File: config.mk
export PLATFORM = sky130hd
export DESIGN_NAME = capacity_hash_probe_placer
export DESIGN_NICKNAME = d
export VERILOG_FILES = /design/src/hw/rtl/chpp_pkg.sv /design/src/hw/rtl/capacity_hash_probe_placer.sv
export SDC_FILE = /design/constraint.sdc
export NUM_CORES = 1
export LEC_CHECK = 0
export ABC_AREA = 1
export BUFFER_PORTS_ARGS = -buffer_cell sky130_fd_sc_hd__buf_2
export CAP_MARGIN = 20
export CORE_MARGIN = 2
export CORE_UTILIZATION = 30
export CTS_CLUSTER_DIAMETER = 60
export DETAILED_ROUTE_END_ITERATION = 8
export PLACE_DENSITY = 0.55
export SYNTH_ARGS = -nofsm -noshare
export SYNTH_HDL_FRONTEND = slang
export SYNTH_SLANG_ARGS = --single-unit
File: constraint.sdc
create_clock -name clk -period 16.5 [get_ports clk]
set_clock_uncertainty 0.1 [all_clocks]
set_input_delay 2.475 -clock clk [delete_from_list [all_inputs] [get_ports clk]]
set_output_delay 2.475 -clock clk [all_outputs]
set_load 0.005 [all_outputs]
File: src/hw/rtl/chpp_pkg.sv
`default_nettype none
// ----------------------------------------------------------------------------
// chpp_pkg: shared constants of the capacity hash probe placer
// Field widths, register map indexes, hash seed and parameter defaults.
// ----------------------------------------------------------------------------
package chpp_pkg;

    // parameter defaults
    localparam int          MAX_BINS_DEF     = 8;
    localparam logic [31:0] BIN_CAPACITY_DEF = 32'd163840;

    // hash multiplier for the block number
    localparam logic [31:0] HASH_SEED = 32'd174321;

    // field widths
    localparam int SIZE_W = 12;
    localparam int COST_W = 24;
    localparam int CAP_W  = 32;
    localparam int CNT_W  = 4;
    localparam int IDX_W  = 3;
    localparam int ADDR_W = 4;
    localparam int DATA_W = 32;

    // most negative capacity, the saturation floor
    localparam logic [CAP_W-1:0] CAP_MIN = 32'h8000_0000;

    // remainder divider: 29-bit hash padded to 30 bits, two bits per step
    localparam int QUO_W     = 30;
    localparam int DIV_STEPS = QUO_W / 2;

    // register indexes (paddr[3:2])
    localparam logic [1:0] REG_DIRTY_MODE     = 2'd0;
    localparam logic [1:0] REG_INITIAL_ACTIVE = 2'd1;
    localparam logic [1:0] REG_TOTAL_BINS     = 2'd2;

endpackage
`default_nettype wire

File: src/hw/rtl/capacity_hash_probe_placer.sv
`default_nettype none
// ----------------------------------------------------------------------------
// capacity_hash_probe_placer: hashed ring-probe placement of work blocks
// Computes a block's cost, hashes the block number to a starting bin, probes
// the bins in a ring for enough capacity, grows the active set or falls back
// to the roomiest bin, and subtracts the cost from the chosen bin.
// ----------------------------------------------------------------------------
// A block is taken when start is high and busy is low; busy then stays high
// until the result beat, which is shown for exactly one cycle with done high
// and must be captured then, since the receiver cannot stall it. A block
// runs through the cost multiply, a 15-step remainder divider that resolves
// two bits of the hashed block number per cycle, a registered read of the
// starting bin from the single port of the capacity memory, a compare and
// the write-back; each extra bin probed adds a registered memory read, a
// roomiest-bin update and a compare. On a fallback, the refetch of the
// roomiest bin takes the place of the final compare.
module capacity_hash_probe_placer #(
    parameter int          MAX_BINS     = chpp_pkg::MAX_BINS_DEF,
    parameter logic [31:0] BIN_CAPACITY = chpp_pkg::BIN_CAPACITY_DEF
) (
    input  wire logic                             clk,
    input  wire logic                             rst_n,
    // command channel
    input  wire logic                             start,
    output logic                                  busy,
    input  wire logic [chpp_pkg::SIZE_W-1:0]      left_size,
    input  wire logic [chpp_pkg::SIZE_W-1:0]      right_size,
    // result channel
    output logic                                  done,
    output logic [chpp_pkg::IDX_W-1:0]            bin_index,
    output logic [chpp_pkg::COST_W-1:0]           block_cost,
    output logic signed [chpp_pkg::CAP_W-1:0]     remaining_capacity,
    output logic [chpp_pkg::CNT_W-1:0]            active_bins,
    output logic                                  fell_back,
    // configuration port
    input  wire logic                             psel,
    input  wire logic                             penable,
    input  wire logic                             pwrite,
    input  wire logic [chpp_pkg::ADDR_W-1:0]      paddr,
    input  wire logic [chpp_pkg::DATA_W-1:0]      pwdata,
    output logic [chpp_pkg::DATA_W-1:0]           prdata,
    output logic                                  pready
);

    localparam int BW = (MAX_BINS > 1) ? $clog2(MAX_BINS) : 1;
    localparam int SW = chpp_pkg::SIZE_W;
    localparam int KW = chpp_pkg::COST_W;
    localparam int CW = chpp_pkg::CAP_W;
    localparam int NW = chpp_pkg::CNT_W;
    localparam int QW = chpp_pkg::QUO_W;
    localparam logic [7:0] MAX_BINS_8 = 8'(MAX_BINS);

    // sequencer states
    localparam logic [2:0] S_IDLE    = 3'd0;
    localparam logic [2:0] S_COST    = 3'd1;
    localparam logic [2:0] S_DIV     = 3'd2;
    localparam logic [2:0] S_FETCH   = 3'd3;
    localparam logic [2:0] S_TEST    = 3'd4;
    localparam logic [2:0] S_FETCH2  = 3'd5;
    localparam logic [2:0] S_UPDATE  = 3'd6;
    localparam logic [2:0] S_WRITE   = 3'd7;

    // configuration registers
    logic          dirty_mode_reg;
    logic [NW-1:0] initial_active_reg;
    logic [NW-1:0] total_bins_reg;

    // control state
    logic [2:0]    state_reg, state_next;
    logic [31:0]   block_counter_reg, block_counter_next;
    logic [NW-1:0] bins_added_reg, bins_added_next;
    logic [NW-1:0] active_reg, active_next;
    logic [NW-1:0] total_reg, total_next;
    logic [NW:0]   count_reg, count_next;
    logic [BW-1:0] bin_reg, bin_next;
    logic [BW-1:0] max_bin_reg, max_bin_next;
    logic          have_max_reg, have_max_next;
    logic          fell_reg, fell_next;
    logic          fb_reg, fb_next;
    logic [3:0]    step_reg, step_next;
    logic          done_reg, done_next;

    // datapath registers
    logic [SW-1:0] left_reg, left_next;
    logic [SW-1:0] right_reg, right_next;
    logic [KW-1:0] cost_reg, cost_next;
    logic [QW-1:0] dq_reg, dq_next;
    logic [3:0]    rem_reg, rem_next;
    logic [CW-1:0] max_cap_reg, max_cap_next;
    logic [2:0]    out_bin_reg, out_bin_next;
    logic [CW-1:0] out_rem_reg, out_rem_next;

    // capacity memory
    logic [CW-1:0]       cap_mem [MAX_BINS];
    logic [MAX_BINS-1:0] valid_reg;
    logic [CW-1:0]       rd_data_reg;
    logic                rd_valid_reg;
    logic                mem_we;
    logic [CW-1:0]       wr_data;

    // combinational helpers
    logic [SW-1:0] sel_size;
    logic [KW-1:0] cost_prod;
    logic [31:0]   hash_prod;
    logic [NW-1:0] tot_c, ini_c, act_c;
    logic [4:0]    r1, r2;
    logic [4:0]    r1s, r2s;
    logic [7:0]    start_8;
    logic [CW-1:0] cap_eff;
    logic [7:0]    bin_inc_8;
    logic [BW-1:0] bin_wrap;
    logic          take_max;
    logic          nh;
    logic [CW-1:0] nmax;
    logic [BW-1:0] nbin;
    logic [CW:0]   sub_33;

    assign busy               = (state_reg != S_IDLE);
    assign done               = done_reg;
    assign bin_index          = out_bin_reg;
    assign block_cost         = cost_reg;
    assign remaining_capacity = out_rem_reg;
    assign active_bins        = active_reg;
    assign fell_back          = fell_reg;
    assign pready             = 1'b1;

    // register read-back
    always_comb
    begin
        case (paddr[3:2])
            chpp_pkg::REG_DIRTY_MODE:     prdata = {31'd0, dirty_mode_reg};
            chpp_pkg::REG_INITIAL_ACTIVE: prdata = {28'd0, initial_active_reg};
            chpp_pkg::REG_TOTAL_BINS:     prdata = {28'd0, total_bins_reg};
            default:                      prdata = '0;
        endcase
    end

    // register writes
    always_ff @(posedge clk or negedge rst_n)
    begin
        if (!rst_n)
        begin
            dirty_mode_reg     <= 1'b0;
            initial_active_reg <= 4'd1;
            total_bins_reg     <= 4'd8;
        end
        else if (psel && penable && pwrite && pready)
        begin
            case (paddr[3:2])
                chpp_pkg::REG_DIRTY_MODE:     dirty_mode_reg     <= pwdata[0];
                chpp_pkg::REG_INITIAL_ACTIVE: initial_active_reg <= pwdata[3:0];
                chpp_pkg::REG_TOTAL_BINS:     total_bins_reg     <= pwdata[3:0];
                default:                      ;
            endcase
        end
    end

    // cost and hash products
    assign sel_size  = (dirty_mode_reg || (left_reg > right_reg)) ? left_reg : right_reg;
    assign cost_prod = sel_size * sel_size;
    assign hash_prod = block_counter_reg * chpp_pkg::HASH_SEED;

    // effective total and active counts
    always_comb
    begin
        if (total_bins_reg == 4'd0)
            tot_c = 4'd1;
        else if ({4'd0, total_bins_reg} > MAX_BINS_8)
            tot_c = MAX_BINS_8[NW-1:0];
        else
            tot_c = total_bins_reg;
        if (initial_active_reg == 4'd0)
            ini_c = 4'd1;
        else if (initial_active_reg > tot_c)
            ini_c = tot_c;
        else
            ini_c = initial_active_reg;
        if (bins_added_reg >= (tot_c - ini_c))
            act_c = tot_c;
        else
            act_c = ini_c + bins_added_reg;
    end

    // two restoring remainder steps per cycle
    always_comb
    begin
        r1  = {rem_reg, dq_reg[QW-1]};
        r1s = (r1 >= {1'b0, active_reg}) ? (r1 - {1'b0, active_reg}) : r1;
        r2  = {r1s[3:0], dq_reg[QW-2]};
        r2s = (r2 >= {1'b0, active_reg}) ? (r2 - {1'b0, active_reg}) : r2;
        start_8 = {4'd0, r2s[3:0]};
    end

    // probe helpers
    assign cap_eff   = rd_valid_reg ? BIN_CAPACITY : rd_data_reg;
    assign bin_inc_8 = 8'(bin_reg) + 8'd1;
    assign bin_wrap  = (bin_inc_8 == {4'd0, active_reg}) ? '0 : bin_inc_8[BW-1:0];
    assign take_max  = (!have_max_reg || ($signed(max_cap_reg) < $signed(cap_eff)))
                       && ((cap_eff != chpp_pkg::CAP_MIN) || have_max_reg);
    assign nh        = have_max_reg || take_max;
    assign nmax      = take_max ? cap_eff : max_cap_reg;
    assign nbin      = take_max ? bin_reg : max_bin_reg;

    // saturating subtraction of the cost
    assign sub_33  = {cap_eff[CW-1], cap_eff} - {9'd0, cost_reg};
    assign wr_data = (sub_33[CW] && !sub_33[CW-1]) ? chpp_pkg::CAP_MIN : sub_33[CW-1:0];
    assign mem_we  = (state_reg == S_WRITE);

    // sequencer
    always_comb
    begin
        state_next         = state_reg;
        block_counter_next = block_counter_reg;
        bins_added_next    = bins_added_reg;
        active_next        = active_reg;
        total_next         = total_reg;
        count_next         = count_reg;
        bin_next           = bin_reg;
        max_bin_next       = max_bin_reg;
        have_max_next      = have_max_reg;
        fell_next          = fell_reg;
        fb_next            = fb_reg;
        step_next          = step_reg;
        done_next          = 1'b0;
        left_next          = left_reg;
        right_next         = right_reg;
        cost_next          = cost_reg;
        dq_next            = dq_reg;
        rem_next           = rem_reg;
        max_cap_next       = max_cap_reg;
        out_bin_next       = out_bin_reg;
        out_rem_next       = out_rem_reg;
        case (state_reg)
            S_IDLE:
            begin
                if (start)
                begin
                    left_next   = left_size;
                    right_next  = right_size;
                    total_next  = tot_c;
                    active_next = act_c;
                    dq_next     = {1'b0, hash_prod[31:3]};
                    rem_next    = 4'd0;
                    step_next   = 4'd0;
                    state_next  = S_COST;
                end
            end
            S_COST:
            begin
                cost_next  = cost_prod;
                state_next = S_DIV;
            end
            S_DIV:
            begin
                dq_next   = {dq_reg[QW-3:0], 2'b00};
                rem_next  = r2s[3:0];
                step_next = step_reg + 4'd1;
                if (step_reg == 4'(chpp_pkg::DIV_STEPS - 1))
                begin
                    bin_next      = start_8[BW-1:0];
                    max_bin_next  = start_8[BW-1:0];
                    have_max_next = 1'b0;
                    count_next    = '0;
                    fell_next     = 1'b0;
                    fb_next       = 1'b0;
                    state_next    = S_FETCH;
                end
            end
            S_FETCH:
            begin
                state_next = fb_reg ? S_WRITE : S_TEST;
            end
            S_TEST:
            begin
                if ($signed(cap_eff) < $signed({8'd0, cost_reg}))
                begin
                    bin_next   = bin_wrap;
                    count_next = count_reg + 5'd1;
                    state_next = S_FETCH2;
                end
                else
                begin
                    state_next = S_WRITE;
                end
            end
            S_FETCH2:
            begin
                state_next = S_UPDATE;
            end
            S_UPDATE:
            begin
                have_max_next = nh;
                max_cap_next  = nmax;
                max_bin_next  = nbin;
                state_next    = S_TEST;
                if (count_reg > {1'b0, active_reg})
                begin
                    if (nh && ($signed(nmax) > 0) && (active_reg < total_reg))
                    begin
                        active_next     = active_reg + 4'd1;
                        bins_added_next = bins_added_reg + 4'd1;
                    end
                    else
                    begin
                        bin_next   = nbin;
                        fell_next  = 1'b1;
                        fb_next    = 1'b1;
                        state_next = S_FETCH;
                    end
                end
            end
            S_WRITE:
            begin
                out_bin_next       = 8'(bin_reg) > 8'd0 ? 3'(8'(bin_reg)) : 3'd0;
                out_rem_next       = wr_data;
                block_counter_next = block_counter_reg + 32'd1;
                done_next          = 1'b1;
                state_next         = S_IDLE;
            end
            default:
            begin
                state_next = S_IDLE;
            end
        endcase
    end

    // control registers
    always_ff @(posedge clk or negedge rst_n)
    begin
        if (!rst_n)
        begin
            state_reg         <= S_IDLE;
            block_counter_reg <= '0;
            bins_added_reg    <= '0;
            active_reg        <= 4'd1;
            total_reg         <= 4'd1;
            count_reg         <= '0;
            bin_reg           <= '0;
            max_bin_reg       <= '0;
            have_max_reg      <= 1'b0;
            fell_reg          <= 1'b0;
            fb_reg            <= 1'b0;
            step_reg          <= '0;
            done_reg          <= 1'b0;
        end
        else
        begin
            state_reg         <= state_next;
            block_counter_reg <= block_counter_next;
            bins_added_reg    <= bins_added_next;
            active_reg        <= active_next;
            total_reg         <= total_next;
            count_reg         <= count_next;
            bin_reg           <= bin_next;
            max_bin_reg       <= max_bin_next;
            have_max_reg      <= have_max_next;
            fell_reg          <= fell_next;
            fb_reg            <= fb_next;
            step_reg          <= step_next;
            done_reg          <= done_next;
        end
    end

    // datapath registers
    always_ff @(posedge clk)
    begin
        left_reg    <= left_next;
        right_reg   <= right_next;
        cost_reg    <= cost_next;
        dq_reg      <= dq_next;
        rem_reg     <= rem_next;
        max_cap_reg <= max_cap_next;
        out_bin_reg <= out_bin_next;
        out_rem_reg <= out_rem_next;
    end

    // capacity memory, one port, registered read
    always_ff @(posedge clk)
    begin
        if (mem_we)
            cap_mem[bin_reg] <= wr_data;
        rd_data_reg  <= cap_mem[bin_reg];
        rd_valid_reg <= !valid_reg[bin_reg];
    end

    // written marks, an unwritten bin reads as full capacity
    always_ff @(posedge clk or negedge rst_n)
    begin
        if (!rst_n)
            valid_reg <= '0;
        else if (mem_we)
            valid_reg[bin_reg] <= 1'b1;
    end

`ifndef SYNTHESIS
    // result beat only once the sequencer is back at rest
    a_done_idle: assert property (@(posedge clk) disable iff (!rst_n)
        done_reg |-> (state_reg == S_IDLE))
        else $error("result beat while busy");

    // an accepted block makes the block busy
    a_start_busy: assert property (@(posedge clk) disable iff (!rst_n)
        (start && !busy) |=> busy)
        else $error("accepted block did not start");

    // divider remainder stays below the divisor
    a_rem_range: assert property (@(posedge clk) disable iff (!rst_n)
        (state_reg == S_DIV) |-> (rem_reg < active_reg))
        else $error("remainder out of range");

    // probed bin stays inside the active ring
    a_bin_range: assert property (@(posedge clk) disable iff (!rst_n)
        ((state_reg == S_TEST) || (state_reg == S_UPDATE) || (state_reg == S_WRITE))
        |-> (8'(bin_reg) < {4'd0, active_reg}))
        else $error("bin outside active set");

    // active count never passes the total
    a_active_total: assert property (@(posedge clk) disable iff (!rst_n)
        ((state_reg != S_IDLE) && (state_reg != S_COST))
        |-> (active_reg <= total_reg) && (active_reg != 4'd0))
        else $error("active count out of range");
`endif

endmodule
`default_nettype wire

Word-level counts from Yosys, hierarchy flattened:

Memory sizes are Yosys's and may differ from the RTL's. A register that Yosys moved wholly into a read port is not among the register bits.
Cells that the tools add are included.

* memory bits (writable): 256
* output and inout port bits: 99
* logic and storage cells: 158
* memory bits (read-only): 0
* memories kept: 1
* bits in registers: 232
* latch bits: 0

* shifts and indexed selects: 0
* eq/ne operators: 18
* $mul: 2
* divide/modulo/power cells: 0
* add/sub/neg operators: 11
* multiplexer cells: 50
* reductions and logical operators: 36
* $lt $le $gt $ge: 14
* bitwise operators: 1

Memories
* cap_mem: depth 8, bits a word 32, rd ports 1, clocked after memory_dff 1, wr ports 1, RTL line capacity_hash_probe_placer.sv:94 `logic [CW-1:0] cap_mem [MAX_BINS];`

Operator list (number)
* $mux W32: 3
* $pmux W30 S2: 1
* $mux W4: 11
* $sub A32 B25 Y33: 1
* $add A32 B1 Y32 const B: 1
* $gt A32 B1 Y1 const B: 1
* $lt A32 B25 Y1: 1
* $lt A32 B32 Y1: 1
* $mul A32 B18 Y32 const B: 1
* $ne A32 B32 Y1 const B: 1
* $mux W3: 10
* $mux W30: 1
* $mul A12 B12 Y24: 1
* $pmux W3 S8: 1
* $pmux W4 S2: 3
* $reduce_and A2 Y1: 7
* $add A4 B1 Y4 const B: 3
* $eq A3 B3 Y1 const B: 4
* $gt A12 B12 Y1: 1
* $mux W12: 1
* $ne A2 B2 Y1 const B: 6
* $pmux W4 S3: 1
* $sub A4 B4 Y4: 3
* $ge A5 B4 Y1: 2
* 38 further kinds: 66

Depth between registers and ports, before layout:

Gate-level depths: netlist (run 1).

* depth after elaboration: 11
* depth in mapped cells: 40
* mapped depth without buffers: 38

Worst setup path after synthesis (run 1):

No wires, ideal clock.

* path type: register to register
* start point: reg left_reg[11]
* end point: reg cost_reg[23] (netlist: block_cost[23]), data pin
* slack: 9.431 ns
* cell stages (with the launch flop): 38
* arrival time: 6.711 ns
* library setup time: 0.259 ns
* data required time: 16.141 ns
* path through: edfxtp_1 ha_1 nand2_1 inv_1 nand3_1 nor2_1 nand2_1 o2111ai_1 a21o_1 clkbuf_1 o21ai_0 inv_1 clkbuf_1 nor2_1 fa_1 fa_1 inv_1 fa_1 [... 2 more ...] inv_1 fa_1 inv_1 ha_1 nand2_1 o21ai_0 a21oi_1 o21ai_0 a31oi_1 o21ai_0 nand3_1 nand2_1 nand3_1 nand2_1 a21oi_1 nor2_1 nor2_1 xnor2_1

* cells in the longest elaborated chain, start to end: 4

RTL lines
* start, declared: RTL line capacity_hash_probe_placer.sv:84 `logic [SW-1:0] left_reg, left_next;`
* start signal, assigned: RTL line capacity_hash_probe_placer.sv:367 `left_reg <= left_next;`
* $gt A12 B12 Y1: RTL line capacity_hash_probe_placer.sv:159 `assign sel_size = (dirty_mode_reg || (left_reg > right_reg)) ? left_reg : right_reg;`
* $logic_or A1 B1 Y1: RTL line capacity_hash_probe_placer.sv:159
* $mux W12 *: RTL line capacity_hash_probe_placer.sv:159
* $mul A12 B12 Y24 *: RTL line capacity_hash_probe_placer.sv:160 `assign cost_prod = sel_size * sel_size;`
* via cost_prod[23]: RTL line capacity_hash_probe_placer.sv:103 `logic [KW-1:0] cost_prod;`
* end signal, assigned: RTL line capacity_hash_probe_placer.sv:369 `cost_reg <= cost_next;`
* end, declared: RTL line capacity_hash_probe_placer.sv:86 `logic [KW-1:0] cost_reg, cost_next;`

The timed path passes the listed nets; every way through them passes the cells marked *.
A chain may end at the register's enable or synchronous reset.

Worst setup path after layout (run 1):

Same ends and word-level chain as after synthesis.

==> results by group, run 1 <==
Worst setup path
  • Worst reg-to-reg path cell count: 34
  • Crit. End Element: register
  • CP required: 16780 ps
  • Nature of the critical path startpoint: register
  • Crit-path slowest cell: o21ai_0
  • Largest stage delay on the critical path: 660 ps
  • Crit path max fanout: 24
  • CP arrival: 8420 ps
  • Kind of critical path: reg -> reg
  • Most frequent CP cell: inv_1

Final layout
  • Top reg by flops: cap_mem
  • Max reg flops: about 260
  • Nets@finish: 4004
  • Area Overhead vs Synth: 13.71%
  • Share of cells above drive strength 1: 8.407%

Synth
  • Synth async-reset ratio: 15.80%
  • Seq/Total Area, Yosys: 44.38%
  • Prevailing post-synth register cell: edfxtp_1
  • Distinct cells, synth: 57
  • Synth Register Bits: 519
  • Cells after synthesis: 3288
  • Syn Area/Cell: 10.18 um^2
  • Number of synthesized flops with an enable pin: 404
  • Cell area after synthesis: 0.03346 mm^2
  • Ys Warns: 0

Global route
  • Initial antenna violation count: 0
  • Largest net degree at the start of global routing: 55
  • First-pass GRT wire length: roughly 130000 um
  • Gr ovfl total: 0
  • Overall routing resource usage: about 14%
  • Vias in the first global route: ~22000

Clocking
  • Post-cts sizing count: 0
  • Clock Path Buffers: 3
  • Clock sink total: 519
  • H-tree level count: 3
  • Clock-pin slew on the worst setup and hold paths: 60 ps
  • Clock buffer count from CTS: 70
  • Post-CTS setup buffers: 0
  • Worst skew pair latency: about 630 ps
  • CTS tree: built
  • CTS root buf: clkbuf_16
  • Hold buffer count at CTS: 0

STA
  • Unrepaired setup endpoints after global routing: false
  • Final min period: 8137 ps
  • Relative slew slack: between 30 and 40%
  • Slew Viols, Final: 0
  • FMAX: about 0.12 GHz
  • Final WS setup: 8363 ps
  • Slew @ Worst Pin: ~910 ps
  • Setup violations, final: 0
  • TNS Setup: 0 ps
  • Tcrit/Tclk final: 49.32%
  • Final hold viol count: 0

Routing
  • Via count: 22030
  • DRC viols: 0
  • 1st-pass router iterations: 7
  • Routed len/inst: 15.88 um
  • Drt via density: 4.428
  • Post-route ant nets: 0
  • Final wirelength: 79010 um
  • Initial drt markers: 1381

Place
  • Post-DP HPWL: 57710 um
  • RD Place Congestion: 0.8858
  • Port Buf Inserts: 104
  • Pre-CTS setup slack: 8225 ps

Die
  • Die area: 0.1142 mm^2
  • Starting density of the core: 30.23%
  • Die W: 338.0 um
  • Core box area: 0.1107 mm^2
  • Cell Rows: 122
  • # IOs: 165
  • DIE HEIGHT: about 340 um

Run
  • Max Cap Violations: 0

Worst hold path
  • Hold path depth: 2
  • Min-delay worst type: reg -> reg

Run status
  • Outcome: complete, no violations
-- worst max-delay path: cells and delay by family, from the launching register on --
| kind | cells | cell delay (ps) |
|---|---|---|
| adder cells (fa/ha/maj) | 7 | 3250 |
| AO/OA/AOI/OAI | 8 | 2190 |
| AND/OR/NAND/NOR | 11 | 1000 |
| buffers and inverters | 7 | 790 |
| flip-flops | 1 | 400 |
| XOR/XNOR | 1 | 110 |
-- cell usage in the layout, fill, tap and decap left out, types with 5 or more instances in the layout --
cell	n
nand2_2	7
or2_2	8
conb_1	30
a211oi_1	6
nor4_1	6
dfrtp_1	78
o211ai_1	8
a21oi_1	121
nor2_1	172
xnor2_1	57
clkbuf_16	70
clkinvlp_4	5
inv_1	745
clkinv_1	14
fa_1	218
edfxtp_1	404
nand3_1	99
inv_6	5
inv_2	8
nor3_1	7
a22o_1	25
ha_1	291
buf_2	103
nand4_1	45
nor3_2	12
dfxtp_1	33
o21ai_1	8
clkinv_4	5
a31oi_1	7
buf_4	25
nor2_4	11
a221oi_1	31
nand2_1	511
a22oi_1	36
clkbuf_1	20
o21ai_0	116
nor2_2	5
xor2_1	82
-- synth_stat cells (all sizes together) (4+ instances only) --
cell	number	area, um^2
nor4	6	37.54
nand3	102	525.5
ha	291	3641
or2	8	50.05
a21oi	121	605.6
o22ai	4	25.02
buf	45	322.8
o211ai	8	60.06
a221oi	31	271.5
nand4	46	294.0
a22oi	36	270.3
dfrtp	78	1952
xnor2	57	499.2
clkinv	6	22.52
nor2	188	723.2
nand2	519	1973
fa	218	4364
dfstp	4	105.1
a22o	25	219.0
a31oi	7	43.79
dfxtp	33	660.6
o21ai	125	625.6
xor2	82	718.2
clkbuf	43	161.4
a211oi	6	45.04
edfxtp	404	12130
inv	754	2833
nor3	19	115.1
-- area by class of cell --
type                       count  area (um^2)
clock inverter                34        379.1
inverter                     760         2855
antenna                        1        2.502
sequential                   519        14850
fill                       11240        72620
clock buffer                  94         1882
tap                         1488         1862
multi-input combinational   1949        15500
timing repair buffer         129        718.2
-- kinds of logic (layout without fill, tap and decap cells) --
kind of cell             Yosys count  after routing  share of synthesized area (%)
adder cells (fa/ha/maj)          509            509                          23.93
AO/OA/AOI/OAI                    377            377                          6.802
flip-flops                       519            519                          44.38
other                              2             31                        0.02245
AND/OR/NAND/NOR                  893            893                          11.22
XOR/XNOR                         139            139                          3.639
multiplexers                       1              1                        0.03365
buffers and inverters            848           1017                          9.981
-- final timing paths --
check / from / end / slack, ps
max in group asynchronous: rst_n / active_bins[1] / 13530
min in group asynchronous: rst_n / block_counter_reg[21] / 1760
min reg2reg: cap_mem[1][31] / rd_data_reg[31] / 350
max reg2reg: left_reg[11] / block_cost[23] / 8360
max: left_reg[11] / block_cost[23] / 8360
min: cap_mem[1][31] / rd_data_reg[31] / 350
-- metal layers --
layer	GRT usage, %	share of wire [%]
met1	20.11	48
met2	22.51	45
met3	2.414	4.4
met4	3.660	2.2
met5	0	0
-- stage by stage --
stage | std cells | area, um^2 | utilization, % | hold slack, ps
floorplan | 3316 | 33560 | - | 327.4
finish | 4974 | 38040 | 34.38 | 346.7
detailed placement | 4845 | 35780 | 32.33 | 349.9
global placement | 4844 | 35770 | 32.32 | 340.2
CTS | 4973 | 38040 | 34.37 | 354.5
global route | 4973 | 38040 | 34.37 | 369.7
Power of run 1 is not shown: default switching activity piles up to over one toggle a cycle in this logic, so the estimate is an artifact.
==> inputs of run 2 (changes only) <==
==> constraint.sdc (replaced) <==
create_clock -name clk -period 7.8 [get_ports clk]
set_clock_uncertainty 0.1 [all_clocks]
set_input_delay 1.17 -clock clk [delete_from_list [all_inputs] [get_ports clk]]
set_output_delay 1.17 -clock clk [all_outputs]
set_load 0.005 [all_outputs]
==> results by group, run 2 (same netlist as run 1, synthesis figures left out) <==
Run status
  • Outcome: complete, no violations (unchanged)

Global route
  • Initial antenna violation count: 1 (was 0)
  • Largest net degree at the start of global routing: 55 (unchanged)
  • Vias in the first global route: 22370 (was 22380)
  • First-pass GRT wire length: 125500 um (was 126800 um)
  • Overall routing resource usage: 14.14% (was 14.22%)
  • Gr ovfl total: 0 (unchanged)

STA
  • Final hold viol count: 0 (unchanged)
  • Unrepaired setup endpoints after global routing: false (unchanged)
  • FMAX: 0.1400 GHz (was 0.1229 GHz)
  • Final min period: 7145 ps (was 8137 ps)
  • Relative slew slack: 40.26% (was 39.39%)
  • Slew Viols, Final: 0 (unchanged)
  • Final WS setup: 654.8 ps (was 8363 ps)
  • Slew @ Worst Pin: 895.2 ps (was 908.1 ps)
  • TNS Setup: 0 ps (unchanged)
  • Tcrit/Tclk final: 91.60% (was 49.32%)
  • Setup violations, final: 0 (unchanged)

Die
  • Die area: 0.1142 mm^2 (unchanged)
  • Core box area: 0.1107 mm^2 (unchanged)
  • Starting density of the core: 30.23% (unchanged)
  • Die W: 338.0 um (unchanged)
  • Cell Rows: 122 (unchanged)
  • DIE HEIGHT: 338.0 um (unchanged)
  • # IOs: 165 (unchanged)

Place
  • Post-DP HPWL: 57600 um (was 57710 um)
  • RD Place Congestion: 0.8581 (was 0.8858)
  • Pre-CTS setup slack: 103.6 ps (was 8225 ps)
  • Placed Area: 0.03590 mm^2 (was 0.03578 mm^2)
  • Port Buf Inserts: 104 (unchanged)

Final layout
  • Area Overhead vs Synth: 14.10% (was 13.71%)
  • Top reg by flops: cap_mem (unchanged)
  • Most common cell after layout, fill and taps aside: inv_1 (unchanged)
  • Max reg flops: 256 (unchanged)
  • Most frequent cells in the layout: inv_1 (745), nand2_1 (511), edfxtp_1 (404) (unchanged)
  • Share of cells above drive strength 1: 8.982% (was 8.407%)
  • Fin util: 34.50% (was 34.38%)
  • Multi-input logic area: 0.01551 mm^2 (was 0.01550 mm^2)
  • Design area: 0.03818 mm^2 (was 0.03804 mm^2)
  • Total area of sequential cells: 0.01485 mm^2 (unchanged)
  • Nets@finish: 4018 (was 4004)
  • Fillers: 11220 (was 11240)

Routing
  • Initial drt markers: 1325 (was 1381)
  • Routed len/inst: 15.84 um (was 15.88 um)
  • Drt via density: 4.428 (about the same)
  • DRC viols: 0 (unchanged)
  • 1st-pass router iterations: 6 (was 7)
  • Final wirelength: 78960 um (was 79010 um)
  • Post-route ant nets: 0 (unchanged)
  • Via count: 22080 (was 22030)

Worst setup path
  • RR Startpoint: left_reg[5] (was left_reg[11])
  • Crit. End Element: register (unchanged)
  • Largest stage delay on the critical path: 540 ps (was 660 ps)
  • Worst R2R End: block_cost[23] (unchanged)
  • CP top delay family: adder cells (unchanged)
  • Kind of critical path: reg -> reg (unchanged)
  • Worst reg-to-reg path cell count: 31 (was 34)
  • Crit path max fanout: 21 (was 24)
  • CP arrival: 7410 ps (was 8420 ps)
  • Worst R2R Setup Slack: 650 ps (was 8360 ps)
  • Nature of the critical path startpoint: register (unchanged)
  • CP required: 8070 ps (was 16780 ps)
  • Crit-path slowest cell: fa_1 (was o21ai_0)
  • Critical Path Source: left_reg[5] (was left_reg[11])
  • Buf/Inv on CP: 6 (was 7)

Run
  • Max Cap Violations: 0 (unchanged)

Clocking
  • Post-CTS setup buffers: 0 (unchanged)
  • CTS root buf: clkbuf_16 (unchanged)
  • CTS tree: built (unchanged)
  • Clock Path Buffers: 3 (unchanged)
  • Clock-pin slew on the worst setup and hold paths: 70 ps (was 60 ps)
  • Clock buffer count from CTS: 67 (was 70)
  • H-tree level count: 3 (unchanged)
  • Clock sink total: 519 (unchanged)
  • Worst skew pair latency: 630 ps (about the same)

Worst hold path
  • Hold Crit Start: cap_mem[5][29] (was cap_mem[1][31])
  • Hold path depth: 2 (unchanged)
  • WHS Endpoint: rd_data_reg[29] (was rd_data_reg[31])
  • Min-delay worst type: reg -> reg (unchanged)
## run 2: cell count changes in the layout (fill, tap and decap cells not counted), moves of 4 or more
cell / before / now
clkinvlp_4: 5 / 1
buf_4: 25 / 43
o21ai_1: 8 / 13
clkinv_1: 14 / 10
clkinv_4: 5 / 1
clkinv_2: 1 / 7
bufinv_16: 2 / 6
o21ai_0: 116 / 110
clkbuf_1: 20 / 16
## run 2: how the worst max path moves through the flow
stage	slack, ps	end	cells past startpoint
global route	50	block_cost[23]	36
global placement	80	block_cost[23]	34
floorplan	730	block_cost[23]	37
finish	650	block_cost[23]	31
detailed placement	100	block_cost[23]	34
CTS	80	block_cost[23]	34
## run 2: worst register-to-register path, delay by kind of cell, from the launching register on
kind	cells	cell delay (ps)
adder cells (fa/ha/maj)	7	3260
AO/OA/AOI/OAI	9	1620
AND/OR/NAND/NOR	8	890
buffers and inverters	6	550
flip-flops	1	390
XOR/XNOR	1	70
## run 2: through the flow
step           instances  hold WS [ps]
6_report            4985         354.3
5_1_grt             4984         373.1
4_1_cts             4984         354.5
3_5_place_dp        4862         349.3
3_3_place_gp        4862         336.6
2_1_floorplan       3316         327.4
## run 2: metal layers
layer	wire length (um)	track usage [%]
met4	1779	4.009
met5	12	0
met1	37430	19.48
met2	36050	22.82
met3	3686	2.460
## run 2: final cells by class
class | instances | area share [%]
repair buffers | 146 | 2.196
clock buffers | 90 | 4.831
clock inverters | 32 | 1.091
multi-input cells | 1949 | 40.62
well taps | 1488 | 4.877
flip-flops and latches | 519 | 38.90
diodes | 1 | 0.006555
inverters | 760 | 7.479
## run 2: what timing repair did
action,in CTS,in global routing
hold buffers,0,0
gates resized for setup,0,9
setup endpoints to repair,0,5
Power of run 2 is left out for the same reason.
